`src/design/qbr_pkg.sv`:
```
`timescale 1ns / 1ps
`default_nettype none

package qbr_pkg;

    // default widths of the interval ends, fraction and coefficients
    localparam int X_WIDTH_DEF    = 44;
    localparam int FRAC_BITS_DEF  = 24;
    localparam int COEF_WIDTH_DEF = 16;

    // width of one multiplier digit taken from the abscissa per cycle
    localparam int CHUNK_W = 16;

    // configuration register map
    localparam int CFG_IDX_W = 2;
    localparam logic [CFG_IDX_W-1:0] REG_COEF_CONST  = 2'd0;
    localparam logic [CFG_IDX_W-1:0] REG_COEF_LINEAR = 2'd1;
    localparam logic [CFG_IDX_W-1:0] REG_COEF_SQUARE = 2'd2;
    localparam logic [CFG_IDX_W-1:0] REG_TOLERANCE   = 2'd3;

    // register reset values
    localparam int COEF_CONST_RST  = 0;
    localparam int COEF_LINEAR_RST = 2;
    localparam int COEF_SQUARE_RST = 3;
    localparam int TOLERANCE_RST   = 168;

    // status of one polynomial evaluation, done is a one-cycle pulse
    typedef struct packed {
        logic done;
        logic neg;
        logic zero;
    } qbr_eval_status_t;

endpackage

`default_nettype wire

```
`src/design/qbr_if.sv`:
```
`timescale 1ns / 1ps
`default_nettype none

// input channel: one search interval per beat
interface qbr_in_if
    import qbr_pkg::*;
#(
    parameter int X_WIDTH = X_WIDTH_DEF
) ();
    logic               valid;
    logic               ready;
    logic [X_WIDTH-1:0] interval_low;
    logic [X_WIDTH-1:0] interval_high;

    modport source (output valid, output interval_low, output interval_high, input ready);
    modport sink   (input valid, input interval_low, input interval_high, output ready);
endinterface

// output channel: one root per beat
interface qbr_out_if
    import qbr_pkg::*;
#(
    parameter int X_WIDTH = X_WIDTH_DEF
) ();
    logic               valid;
    logic               ready;
    logic [X_WIDTH-1:0] root;
    logic               exact_zero;

    modport source (output valid, output root, output exact_zero, input ready);
    modport sink   (input valid, input root, input exact_zero, output ready);
endinterface

`default_nettype wire

```
`src/design/qbr_quad_eval.sv`:
```
`timescale 1ns / 1ps
`default_nettype none

// exact sign of c0*2^(2F) + c1*x*2^F + c2*x*x, Horner form on one
// multiply-accumulate unit that takes one 16-bit digit of x per cycle
module qbr_quad_eval
    import qbr_pkg::*;
#(
    parameter int X_WIDTH    = X_WIDTH_DEF,
    parameter int FRAC_BITS  = FRAC_BITS_DEF,
    parameter int COEF_WIDTH = COEF_WIDTH_DEF
) (
    input  wire logic                  clk,
    input  wire logic                  rst_n,
    input  wire logic                  start,
    input  wire logic [X_WIDTH-1:0]    x,
    input  wire logic [COEF_WIDTH-1:0] coef_const,
    input  wire logic [COEF_WIDTH-1:0] coef_linear,
    input  wire logic [COEF_WIDTH-1:0] coef_square,
    output qbr_eval_status_t           status
);

    localparam int NCH   = (X_WIDTH + CHUNK_W - 1) / CHUNK_W;
    localparam int XEW   = NCH * CHUNK_W;
    localparam int CNT_W = (NCH > 1) ? $clog2(NCH) : 1;
    localparam int TW    = ((X_WIDTH > FRAC_BITS) ? X_WIDTH : FRAC_BITS) + COEF_WIDTH + 1;
    localparam int PW    = TW + CHUNK_W + 1;
    localparam int QA    = TW + XEW;
    localparam int QB    = COEF_WIDTH + 2 * FRAC_BITS;
    localparam int QW    = ((QA > QB) ? QA : QB) + 2;

    localparam logic [1:0] EV_IDLE = 2'd0;
    localparam logic [1:0] EV_MUL  = 2'd1;
    localparam logic [1:0] EV_ADD  = 2'd2;

    logic [1:0]             state_reg, state_next;
    logic                   phase_reg, phase_next;
    logic                   first_reg, first_next;
    logic [CNT_W-1:0]       cnt_reg, cnt_next;
    logic [XEW-1:0]         xs_reg, xs_next;
    logic signed [QW-1:0]   acc_reg, acc_next;
    logic signed [TW-1:0]   t_reg, t_next;
    qbr_eval_status_t       status_reg, status_next;

    logic [XEW-1:0]         x_ext;
    logic [CHUNK_W-1:0]     chunk;
    logic signed [CHUNK_W:0] chunk_s;
    logic signed [TW-1:0]   mcand;
    logic signed [PW-1:0]   prod;
    logic signed [QW-1:0]   acc_base;
    logic signed [QW-1:0]   mac;
    logic signed [QW-1:0]   addend;
    logic signed [QW-1:0]   sum;

    // digit selection, most significant digit first and the only signed one
    assign x_ext   = XEW'($signed(x));
    assign chunk   = xs_reg[XEW-1 -: CHUNK_W];
    assign chunk_s = {first_reg & chunk[CHUNK_W-1], chunk};

    // shared multiply-accumulate: c2 * x first, then t * x
    assign mcand    = phase_reg ? t_reg : TW'($signed(coef_square));
    assign prod     = PW'(mcand) * PW'(chunk_s);
    assign acc_base = first_reg ? '0 : (acc_reg <<< CHUNK_W);
    assign mac      = acc_base + QW'(prod);

    // scaled constant term of the current Horner level
    assign addend = phase_reg ? (QW'($signed(coef_const)) <<< (2 * FRAC_BITS))
                              : (QW'($signed(coef_linear)) <<< FRAC_BITS);
    assign sum    = acc_reg + addend;

    // sequencer
    always_comb
    begin
        state_next  = state_reg;
        phase_next  = phase_reg;
        first_next  = first_reg;
        cnt_next    = cnt_reg;
        xs_next     = xs_reg;
        acc_next    = acc_reg;
        t_next      = t_reg;
        status_next = '0;
        case (state_reg)
            EV_IDLE:
            begin
                if (start)
                begin
                    xs_next    = x_ext;
                    cnt_next   = CNT_W'(NCH - 1);
                    phase_next = 1'b0;
                    first_next = 1'b1;
                    state_next = EV_MUL;
                end
            end
            EV_MUL:
            begin
                acc_next   = mac;
                xs_next    = xs_reg << CHUNK_W;
                first_next = 1'b0;
                if (cnt_reg == '0)
                begin
                    state_next = EV_ADD;
                end
                else
                begin
                    cnt_next = cnt_reg - 1'b1;
                end
            end
            EV_ADD:
            begin
                if (!phase_reg)
                begin
                    t_next     = sum[TW-1:0];
                    phase_next = 1'b1;
                    xs_next    = x_ext;
                    cnt_next   = CNT_W'(NCH - 1);
                    first_next = 1'b1;
                    state_next = EV_MUL;
                end
                else
                begin
                    status_next.done = 1'b1;
                    status_next.neg  = sum[QW-1];
                    status_next.zero = (sum == '0);
                    state_next       = EV_IDLE;
                end
            end
            default:
            begin
                state_next = EV_IDLE;
            end
        endcase
    end

    // control state
    always_ff @(posedge clk or negedge rst_n)
    begin
        if (!rst_n)
        begin
            state_reg  <= EV_IDLE;
            phase_reg  <= 1'b0;
            first_reg  <= 1'b0;
            cnt_reg    <= '0;
            status_reg <= '0;
        end
        else
        begin
            state_reg  <= state_next;
            phase_reg  <= phase_next;
            first_reg  <= first_next;
            cnt_reg    <= cnt_next;
            status_reg <= status_next;
        end
    end

    // datapath registers
    always_ff @(posedge clk)
    begin
        xs_reg  <= xs_next;
        acc_reg <= acc_next;
        t_reg   <= t_next;
    end

    assign status = status_reg;

endmodule

`default_nettype wire

```
`src/design/quadratic_bisection_root_top.sv`:
```
// Bisection root finder for q(x) = c0 + c1*x + c2*x*x over signed fixed-point
// interval ends (Q20.24 by default). q is evaluated exactly; only its sign
// and zero-ness steer the search.
// Input channel in_ch: one beat carries interval_low and interval_high.
// Output channel out_ch: one beat per input beat with root and exact_zero.
// Configuration: cfg_we/cfg_index/cfg_data write coef_const (0), coef_linear
// (1), coef_square (2) and tolerance (3); write only while no search runs.
// Throughput: one search at a time, in_ch.ready is high only when idle.
// Each evaluation of q runs on the shared 16-bit-digit multiply-accumulate
// unit, N = ceil(X_WIDTH/16) digits (3 by default).
// A search first evaluates both ends and tests the interval, then each halving
// step evaluates the midpoint, keeps one half and tests again; a 44-bit
// interval narrowed to a tolerance of k units needs about 44-log2(k) halvings.
// Stall: the result sits in an output register; a new interval is accepted
// while it waits, and a finished search holds until the register frees up.
// Reset: all control clears, configuration registers return to their reset values.
`timescale 1ns / 1ps
`default_nettype none

module quadratic_bisection_root_top
    import qbr_pkg::*;
#(
    parameter int X_WIDTH    = X_WIDTH_DEF,
    parameter int FRAC_BITS  = FRAC_BITS_DEF,
    parameter int COEF_WIDTH = COEF_WIDTH_DEF
) (
    input  wire logic                 clk,
    input  wire logic                 rst_n,
    input  wire logic                 cfg_we,
    input  wire logic [CFG_IDX_W-1:0] cfg_index,
    input  wire logic [((X_WIDTH > COEF_WIDTH) ? X_WIDTH : COEF_WIDTH)-1:0] cfg_data,
    qbr_in_if.sink                    in_ch,
    qbr_out_if.source                 out_ch
);

    localparam logic [2:0] ST_IDLE   = 3'd0;
    localparam logic [2:0] ST_EVAL   = 3'd1;
    localparam logic [2:0] ST_DECIDE = 3'd2;
    localparam logic [2:0] ST_UPDATE = 3'd3;

    localparam logic [1:0] SEL_LO  = 2'd0;
    localparam logic [1:0] SEL_HI  = 2'd1;
    localparam logic [1:0] SEL_MID = 2'd2;

    // configuration registers
    logic [COEF_WIDTH-1:0] coef_const_reg;
    logic [COEF_WIDTH-1:0] coef_linear_reg;
    logic [COEF_WIDTH-1:0] coef_square_reg;
    logic [X_WIDTH-1:0]    tol_reg;

    // search state
    logic [2:0]          state_reg, state_next;
    logic [1:0]          sel_reg, sel_next;
    logic                start_reg, start_next;
    logic [X_WIDTH-1:0]  lo_reg, lo_next;
    logic [X_WIDTH-1:0]  hi_reg, hi_next;
    logic [X_WIDTH-1:0]  mid_reg, mid_next;
    logic                sl_neg_reg, sl_neg_next;
    logic                sl_zero_reg, sl_zero_next;
    logic                sh_zero_reg, sh_zero_next;
    logic                sm_neg_reg, sm_neg_next;
    logic                sm_zero_reg, sm_zero_next;
    logic                out_valid_reg, out_valid_next;
    logic [X_WIDTH-1:0]  root_reg, root_next;
    logic                exact_zero_reg, exact_zero_next;

    logic [X_WIDTH-1:0]  eval_x;
    qbr_eval_status_t    ev_status;
    logic [X_WIDTH:0]    pair_sum;
    logic [X_WIDTH:0]    diff;
    logic [X_WIDTH-1:0]  mid_calc;
    logic [X_WIDTH-1:0]  tol_eff;
    logic                reversed;
    logic                narrow;
    logic                finished;
    logic                opposite;
    logic                out_free;

    // configuration writes
    always_ff @(posedge clk or negedge rst_n)
    begin
        if (!rst_n)
        begin
            coef_const_reg  <= COEF_WIDTH'(COEF_CONST_RST);
            coef_linear_reg <= COEF_WIDTH'(COEF_LINEAR_RST);
            coef_square_reg <= COEF_WIDTH'(COEF_SQUARE_RST);
            tol_reg         <= X_WIDTH'(TOLERANCE_RST);
        end
        else if (cfg_we)
        begin
            case (cfg_index)
                REG_COEF_CONST:  coef_const_reg  <= cfg_data[COEF_WIDTH-1:0];
                REG_COEF_LINEAR: coef_linear_reg <= cfg_data[COEF_WIDTH-1:0];
                REG_COEF_SQUARE: coef_square_reg <= cfg_data[COEF_WIDTH-1:0];
                REG_TOLERANCE:   tol_reg         <= cfg_data[X_WIDTH-1:0];
                default:         ;
            endcase
        end
    end

    // point under evaluation
    always_comb
    begin
        case (sel_reg)
            SEL_LO:  eval_x = lo_reg;
            SEL_HI:  eval_x = hi_reg;
            default: eval_x = mid_reg;
        endcase
    end

    qbr_quad_eval #(
        .X_WIDTH    (X_WIDTH),
        .FRAC_BITS  (FRAC_BITS),
        .COEF_WIDTH (COEF_WIDTH)
    ) u_eval (
        .clk         (clk),
        .rst_n       (rst_n),
        .start       (start_reg),
        .x           (eval_x),
        .coef_const  (coef_const_reg),
        .coef_linear (coef_linear_reg),
        .coef_square (coef_square_reg),
        .status      (ev_status)
    );

    // floored midpoint and width test
    assign pair_sum = {lo_reg[X_WIDTH-1], lo_reg} + {hi_reg[X_WIDTH-1], hi_reg};
    assign mid_calc = pair_sum[X_WIDTH:1];
    assign diff     = {hi_reg[X_WIDTH-1], hi_reg} - {lo_reg[X_WIDTH-1], lo_reg};
    assign reversed = diff[X_WIDTH];
    assign tol_eff  = (tol_reg == '0) ? X_WIDTH'(1) : tol_reg;
    assign narrow   = !reversed && (diff[X_WIDTH-1:0] <= tol_eff);
    assign finished = sl_zero_reg || sh_zero_reg || reversed || narrow;

    // strict sign change between low end and midpoint
    assign opposite = (sl_neg_reg && !sm_neg_reg && !sm_zero_reg)
                   || (!sl_neg_reg && !sl_zero_reg && sm_neg_reg);

    assign out_free = !out_valid_reg || out_ch.ready;

    // search sequencer
    always_comb
    begin
        state_next      = state_reg;
        sel_next        = sel_reg;
        start_next      = 1'b0;
        lo_next         = lo_reg;
        hi_next         = hi_reg;
        mid_next        = mid_reg;
        sl_neg_next     = sl_neg_reg;
        sl_zero_next    = sl_zero_reg;
        sh_zero_next    = sh_zero_reg;
        sm_neg_next     = sm_neg_reg;
        sm_zero_next    = sm_zero_reg;
        out_valid_next  = out_valid_reg && !out_ch.ready;
        root_next       = root_reg;
        exact_zero_next = exact_zero_reg;
        case (state_reg)
            ST_IDLE:
            begin
                if (in_ch.valid)
                begin
                    lo_next    = in_ch.interval_low;
                    hi_next    = in_ch.interval_high;
                    sel_next   = SEL_LO;
                    start_next = 1'b1;
                    state_next = ST_EVAL;
                end
            end
            ST_EVAL:
            begin
                if (ev_status.done)
                begin
                    case (sel_reg)
                        SEL_LO:
                        begin
                            sl_neg_next  = ev_status.neg;
                            sl_zero_next = ev_status.zero;
                            sel_next     = SEL_HI;
                            start_next   = 1'b1;
                        end
                        SEL_HI:
                        begin
                            sh_zero_next = ev_status.zero;
                            state_next   = ST_DECIDE;
                        end
                        default:
                        begin
                            sm_neg_next  = ev_status.neg;
                            sm_zero_next = ev_status.zero;
                            state_next   = ST_UPDATE;
                        end
                    endcase
                end
            end
            ST_DECIDE:
            begin
                if (finished)
                begin
                    if (out_free)
                    begin
                        out_valid_next  = 1'b1;
                        exact_zero_next = sl_zero_reg || sh_zero_reg;
                        if (sl_zero_reg)
                        begin
                            root_next = lo_reg;
                        end
                        else if (sh_zero_reg)
                        begin
                            root_next = hi_reg;
                        end
                        else
                        begin
                            root_next = mid_calc;
                        end
                        state_next = ST_IDLE;
                    end
                end
                else
                begin
                    mid_next   = mid_calc;
                    sel_next   = SEL_MID;
                    start_next = 1'b1;
                    state_next = ST_EVAL;
                end
            end
            ST_UPDATE:
            begin
                // keep the half that brackets the sign change
                if (opposite)
                begin
                    hi_next      = mid_reg;
                    sh_zero_next = sm_zero_reg;
                end
                else
                begin
                    lo_next      = mid_reg;
                    sl_neg_next  = sm_neg_reg;
                    sl_zero_next = sm_zero_reg;
                end
                state_next = ST_DECIDE;
            end
            default:
            begin
                state_next = ST_IDLE;
            end
        endcase
    end

    // control state
    always_ff @(posedge clk or negedge rst_n)
    begin
        if (!rst_n)
        begin
            state_reg     <= ST_IDLE;
            sel_reg       <= SEL_LO;
            start_reg     <= 1'b0;
            sl_neg_reg    <= 1'b0;
            sl_zero_reg   <= 1'b0;
            sh_zero_reg   <= 1'b0;
            sm_neg_reg    <= 1'b0;
            sm_zero_reg   <= 1'b0;
            out_valid_reg <= 1'b0;
        end
        else
        begin
            state_reg     <= state_next;
            sel_reg       <= sel_next;
            start_reg     <= start_next;
            sl_neg_reg    <= sl_neg_next;
            sl_zero_reg   <= sl_zero_next;
            sh_zero_reg   <= sh_zero_next;
            sm_neg_reg    <= sm_neg_next;
            sm_zero_reg   <= sm_zero_next;
            out_valid_reg <= out_valid_next;
        end
    end

    // interval and result registers
    always_ff @(posedge clk)
    begin
        lo_reg         <= lo_next;
        hi_reg         <= hi_next;
        mid_reg        <= mid_next;
        root_reg       <= root_next;
        exact_zero_reg <= exact_zero_next;
    end

    assign in_ch.ready       = (state_reg == ST_IDLE);
    assign out_ch.valid      = out_valid_reg;
    assign out_ch.root       = root_reg;
    assign out_ch.exact_zero = exact_zero_reg;

endmodule

`default_nettype wire

```
`src/flat_wrapper.sv`:
```
// flat-port wrapper written by rule: the top's interface ports become plain ports
module quadratic_bisection_root_top_flat import qbr_pkg::*;
#(
    parameter int X_WIDTH    = X_WIDTH_DEF,
    parameter int FRAC_BITS  = FRAC_BITS_DEF,
    parameter int COEF_WIDTH = COEF_WIDTH_DEF
)
  (clk, rst_n, cfg_we, cfg_index, cfg_data, in_ch_valid, in_ch_interval_low, in_ch_interval_high, in_ch_ready, out_ch_valid, out_ch_root, out_ch_exact_zero, out_ch_ready);
  qbr_in_if #(.X_WIDTH(X_WIDTH)) in_ch_i ();
  qbr_out_if #(.X_WIDTH(X_WIDTH)) out_ch_i ();
  input  wire logic clk;
  input  wire logic rst_n;
  input  wire logic cfg_we;
  input  wire logic [CFG_IDX_W-1:0] cfg_index;
  input  wire logic [((X_WIDTH > COEF_WIDTH) ? X_WIDTH : COEF_WIDTH)-1:0] cfg_data;
  input wire logic [$bits(in_ch_i.valid)-1:0] in_ch_valid;
  input wire logic [$bits(in_ch_i.interval_low)-1:0] in_ch_interval_low;
  input wire logic [$bits(in_ch_i.interval_high)-1:0] in_ch_interval_high;
  output wire logic [$bits(in_ch_i.ready)-1:0] in_ch_ready;
  output wire logic [$bits(out_ch_i.valid)-1:0] out_ch_valid;
  output wire logic [$bits(out_ch_i.root)-1:0] out_ch_root;
  output wire logic [$bits(out_ch_i.exact_zero)-1:0] out_ch_exact_zero;
  input wire logic [$bits(out_ch_i.ready)-1:0] out_ch_ready;
  assign in_ch_i.valid = in_ch_valid;
  assign in_ch_i.interval_low = in_ch_interval_low;
  assign in_ch_i.interval_high = in_ch_interval_high;
  assign in_ch_ready = in_ch_i.ready;
  assign out_ch_valid = out_ch_i.valid;
  assign out_ch_root = out_ch_i.root;
  assign out_ch_exact_zero = out_ch_i.exact_zero;
  assign out_ch_i.ready = out_ch_ready;
  quadratic_bisection_root_top #(.X_WIDTH(X_WIDTH), .FRAC_BITS(FRAC_BITS), .COEF_WIDTH(COEF_WIDTH)) u_core (.clk(clk), .rst_n(rst_n), .cfg_we(cfg_we), .cfg_index(cfg_index), .cfg_data(cfg_data), .in_ch(in_ch_i), .out_ch(out_ch_i));
endmodule
```
`config.mk`:
```
export PLATFORM = sky130hd
export DESIGN_NAME = quadratic_bisection_root_top_flat
export DESIGN_NICKNAME = d
export VERILOG_FILES = /design/src/design/qbr_pkg.sv /design/src/design/qbr_if.sv /design/src/design/qbr_quad_eval.sv /design/src/design/quadratic_bisection_root_top.sv /design/src/flat_wrapper.sv
export SDC_FILE = /design/constraint.sdc
export NUM_CORES = 2
export LEC_CHECK = 0
export CORE_MARGIN = 8
export CORE_UTILIZATION = 58
export DETAILED_ROUTE_END_ITERATION = 10
export DONT_BUFFER_PORTS = 1
export HOLD_SLACK_MARGIN = 0.08
export PLACE_DENSITY_LB_ADDON = 0.08
export SETUP_SLACK_MARGIN = 0.15
export SYNTH_ARGS = -nofsm -noshare
export SYNTH_HDL_FRONTEND = slang
export SYNTH_SLANG_ARGS = --single-unit
```
`constraint.sdc`:
```
create_clock -name clk -period 13.3 [get_ports clk]
set_clock_uncertainty 0.1 [all_clocks]
set_input_delay 1.33 -clock clk [delete_from_list [all_inputs] [get_ports clk]]
set_output_delay 1.33 -clock clk [all_outputs]
set_load 0.05 [all_outputs]
```
Word-level counts from Yosys, hierarchy flattened. Cells that the tools add are included.

Register bits after elaboration: 510. Output and inout bits: 47. Word-level logic and storage cells: 172.

$add $sub $neg: 5. Multipliers: 1. Order comparisons: 1. Equality and inequality tests: 22. Multiplexer cells: 62. Bitwise gates (word level): 4. Reductions and logical operators: 49.

Operators with widths (count): 2-to-1 mux 44 bit (7); case mux 44 bit (2 select lines) (3); 2-to-1 mux 111 bit (2); case mux 48 bit (3 select lines) (1); adder 111 bit (1); adder 111 x 78 -> 111 bit (1); zero test 111 bit (1); 2-to-1 mux 48 bit (2); multiplier 61 x 17 -> 78 bit (1); 2-to-1 mux 61 bit (1); adder 44 x 44 -> 45 bit (1); subtractor 44 x 44 -> 45 bit (1); less-or-equal comparator 44 bit (1); zero test 44 bit (1); 2-to-1 mux 1 bit (20); 2-to-1 mux 2 bit (9); 2-to-1 mux 3 bit (6); case mux 2 bit (3 select lines) (3); != test 2 bit (second input constant) (8); AND reduction 2 bit (8); AND reduction 4 bit (4); AND reduction 3 bit (5); case mux 3 bit (4 select lines) (1); zero test 2 bit (4); 20 further kinds (52).

Longest topological paths before layout.
Depth after elaboration: 7. Gate-level depth with buffers: 34. Mapped depth without buffers: 31.

By module. Synthesis repeated with hierarchy kept, for this count alone.

Cells, all modules: 8583. Area, all modules: 77127.7 um^2.

By module, submodules not included: qbr_quad_eval (instances 1, cells an instance 6621, area an instance 58559.9 um^2, sequential area each 6831.6 um^2); quadratic_bisection_root_top (instances 1, cells an instance 1962, area an instance 18567.8 um^2, sequential area each 7900.1 um^2).

Least setup slack after synthesis. No wires, ideal clock.

Path kind: register to register. Start: register u_core.u_eval.phase_reg. End: register u_core.u_eval.acc_reg[108], data pin. Arrival: 9.550 ns. Data required time: 12.942 ns. Setup slack: 3.392 ns. Cell stages (with the launch flop): 33. Path buffers: 4. Clock period less this slack: 9.908 ns. Cells stage by stage: dfrtp_1 buf_1 clkbuf_1 nand2_1 nand2_1 clkbuf_1 nand2_1 fa_1 inv_1 fa_1 ha_1 inv_1 fa_1 inv_1 fa_1 inv_1 fa_1 inv_1 ha_1 clkbuf_1 a21o_1 a31oi_1 o21ai_0 a21o_1 a221oi_1 o211ai_1 o2111ai_1 a31oi_1 a311oi_1 o31ai_1 a21o_1 a21oi_1 xnor2_1.

Word-level cells in the longest chain between the ends: 3.

RTL lines: start, declared (RTL line qbr_quad_eval.sv:37) `logic phase_reg, phase_next;`; start signal, assigned (RTL line qbr_quad_eval.sv:148) `phase_reg <= phase_next;`; 2-to-1 mux 61 bit (RTL line qbr_quad_eval.sv:61) `assign mcand = phase_reg ? t_reg : TW'($signed(coef_square));`; multiplier 61 x 17 -> 78 bit (RTL line qbr_quad_eval.sv:62) `assign prod = PW'(mcand) * PW'(chunk_s);`; adder 111 x 78 -> 111 bit (RTL line qbr_quad_eval.sv:64) `assign mac = acc_base + QW'(prod);`; net u_core.u_eval.mac[108] (RTL line qbr_quad_eval.sv:51) `logic signed [QW-1:0] mac;`; end signal, assigned (RTL line qbr_quad_eval.sv:159) `acc_reg <= acc_next;`; end, declared (RTL line qbr_quad_eval.sv:41) `logic signed [QW-1:0] acc_reg, acc_next;`.

The timed path passes the listed nets, and every way through them passes these cells. A chain may end at the register's enable or synchronous reset.

Worst setup path after layout. Same ends and word-level chain as after synthesis.

==> metrics.md <==
| Metric | Value |
|---|---|
| Routed vias/inst | 5.788 |
| Cell row count | around 130 |
| Post-cts resize count | 0 |
| Startpoint class of the critical path | register |
| Post-synth net total | 10.25k |
| Worst-Skew Late Latency | 0.72 ns |
| Initial antenna violation count | 19 |
| Wire per inst | 22.70 um |
| Mapped Area | 76020 um2 |
| Die span in x | 378.0 um |
| Share of the synthesized area in the top cell type | 0.3163 |
| Die Span Y | 378.0 um |
| Worst rel slew slack | 0.01808 |
| Outcome | finished, final reports clean |
| Htree depth | 2 |
| First-pass GRT wire length | 352500 um |
| RSZ-0062 raised after global routing | false |
| Hold_buf cts | 0 |
| Largest stage delay, worst path | 0.90 ns |
| Post-synth top cells | 1693 x inv_1, 1324 x nand2_1, 1201 x fa_1 |
| Starting DRT DRC Count | 4308 |
| Post-DP Area | 77210 um2 |
| Mean area per synthesized cell | 9.027 um2 |
| Final setup violation count | 0 |
| CP required | approximately 14 ns |
| Clock slew at reported path FFs | 0.07 ns |
| DIE AREA | between 100000 and 150000 um2 |
| Maximum root-to-sink buffer count | 3 |
| Fmax | between 0.08 and 0.09 GHz |
| Cells after synthesis | 8422 |
| GRT overflow | 0 |
| Starting Density | 0.5812 |
| Area delta synth->final | 4.121% |
| Pins Over Slew Limit | 0 |
| Reg-to-reg endpoint | u_core.u_eval.acc_reg[108]$_DFFE_PP_ |
| Top cell by count, worst path | fa_1 |
| Synth warn | 0 |
| Final Wtd Congestion | 1.017 |
| Drt drc | 0 |
| Final min period | 11.58 ns |
| Crit path DAT | 11.90 ns |
| GRT Util Overall | 0.3190 |
| Count leader, synth | inv_1 |
| Max Fanout on Critical Path | 43 |
| Footprint of the multi-input gates | 53380 um2 |
| Core footprint | ~130000 um2 |
| R2R setup slack | 1.72 ns |
| Vias in the first global route | 60.38k |
| Largest net degree at the start of global routing | ~110 |
| Register area share after synthesis | 0.1938 |
| Hpwl dp | 180300 um |
| Worst setup EP type | register |
| DR pass1 iterations | 6 |
| Filler cells | 11.59k |
| Register cell area after layout | 14740 um2 |
| Routed Antenna Nets | 0 |
| Final period utilization | 0.8707 |
| Yosys reg bits | 509 |
| Final Cell Area | 79150 um2 |
| Num Clock Sinks | about 510 |
| Number of flops mapped to enable cells by yosys | 397 |
| Hold Fails Final Rpt | 0 |
| Max Cap Viol | 0 |
| TNS Setup | 0 ns |
| Slowest cell on the critical path | nand2_1 |
| Post-synth top flop | edfxtp_1 |
| Max reg flops | 111 |
| Io pins | ~190 |
| Worst reg2reg startpoint | u_core.u_eval.phase_reg$_DFFE_PN0P_ |
| Routed wire length | around 230000 um |
| Cell variety after synth | roughly 100 |
| TritonCTS buffer count | 58 |
| Worst-margin pin slew | 1.473 ns |
| Setup Buffers After CTS | 0 |
| CTS tree | built |
| Port bufs | 0 |
| Share of cells above drive strength 1 | 0.04233 |
| Clock root buffer | clkbuf_16 |
| Synth area leader | fa_1 |
| Asr flop ratio synth | 0.2200 |
| Hold Crit Class | primary input to asynchronous set/reset pin |
| Top post-synthesis cells by area | fa_1 32%, edfxtp_1 16%, inv_1 8.4% |
| Type of the worst setup path | register to register |
| Final #Nets | 9977 |
| Reg2Reg Depth | 28 |
| Vias after detailed routing | 57.74k |
[metrics by stage]
stage | instances | utilization | hold WS [ns] | worst slack (ns)
2_1_floorplan | 8422 | - | 0.3418 | 3.392
3_3_place_gp | 9844 | 0.5903 | 0.3810 | 2.127
3_5_place_dp | 9844 | 0.5903 | 0.3849 | 1.890
4_1_cts | 9952 | 0.6047 | 0.1506 | 1.843
5_1_grt | 9966 | 0.6050 | 0.1738 | 1.185
6_report | 9976 | 0.6052 | 0.1958 | 1.720
[worst max path at each step]
| stage | cells past startpoint | to | startpoint |
|---|---|---|---|
| after floorplan | 32 | u_core.u_eval.acc_reg[108]$_DFFE_PP_ | u_core.u_eval.phase_reg$_DFFE_PN0P_ |
| after global placement | 30 | u_core.u_eval.acc_reg[108]$_DFFE_PP_ | u_core.u_eval.phase_reg$_DFFE_PN0P_ |
| after detailed placement | 30 | u_core.u_eval.acc_reg[108]$_DFFE_PP_ | u_core.u_eval.phase_reg$_DFFE_PN0P_ |
| after CTS | 30 | u_core.u_eval.acc_reg[108]$_DFFE_PP_ | u_core.u_eval.phase_reg$_DFFE_PN0P_ |
| after global routing | 30 | u_core.u_eval.acc_reg[108]$_DFFE_PP_ | u_core.u_eval.phase_reg$_DFFE_PN0P_ |
| final | 28 | u_core.u_eval.acc_reg[108]$_DFFE_PP_ | u_core.u_eval.phase_reg$_DFFE_PN0P_ |
[cell families after synthesis]
| family | share of synthesized area |
|---|---|
| AND/OR/NAND/NOR | 0.1515 |
| multiplexers | 0.02880 |
| adder cells (fa/ha/maj) | 0.3966 |
| buffers and inverters | 0.1052 |
| AO/OA/AOI/OAI | 0.09495 |
| flip-flops | 0.1938 |
| XOR/XNOR | 0.02915 |
[layer usage]
metal,vias up,track usage,part of all wire
met5,-,0,0.00011
met4,4,0.1412,0.052
met3,601,0.05702,0.076
met2,2147,0.5342,0.48
met1,29110,0.4068,0.39
li1,25870,-,-
[area by class of cell]
type | count | share of cell area
Sequential cell | 509 | 0.1863
Clock buffer | 74 | 0.01960
Multi-Input combinational cell | 5817 | 0.6743
Tap cell | 1755 | 0.02774
Inverter | 1694 | 0.08039
Clock inverter | 34 | 0.004205
Antenna cell | 24 | 0.0007587
Timing Repair Buffer | 69 | 0.006702
[critical path: cells and delay by family (launching register included)]
family	cells	cell delay, ns
AND/OR/NAND/NOR	6	3.29
buffers and inverters	6	0.83
adder cells (fa/ha/maj)	7	3.44
AO/OA/AOI/OAI	8	2.67
XOR/XNOR	1	0.13
flip-flops	1	0.83
[cell usage in the layout, fill, tap and decap left out, types with 83 or more instances in the layout]
| cell type | n |
|---|---|
| dfrtp_1 | 100 |
| fa_1 | 1199 |
| a21oi_1 | 424 |
| nand4_1 | 91 |
| xnor2_1 | 171 |
| mux2_2 | 110 |
| nand2b_1 | 138 |
| nor2_1 | 339 |
| o21bai_1 | 83 |
| inv_1 | 1692 |
| nand2_1 | 1318 |
| a21o_1 | 122 |
| o21ai_0 | 243 |
| ha_1 | 488 |
| and2_1 | 294 |
| edfxtp_1 | 397 |
| mux2i_1 | 95 |
Power is not shown: default switching activity piles up to over one toggle a cycle in this logic, so the estimate is an artifact.
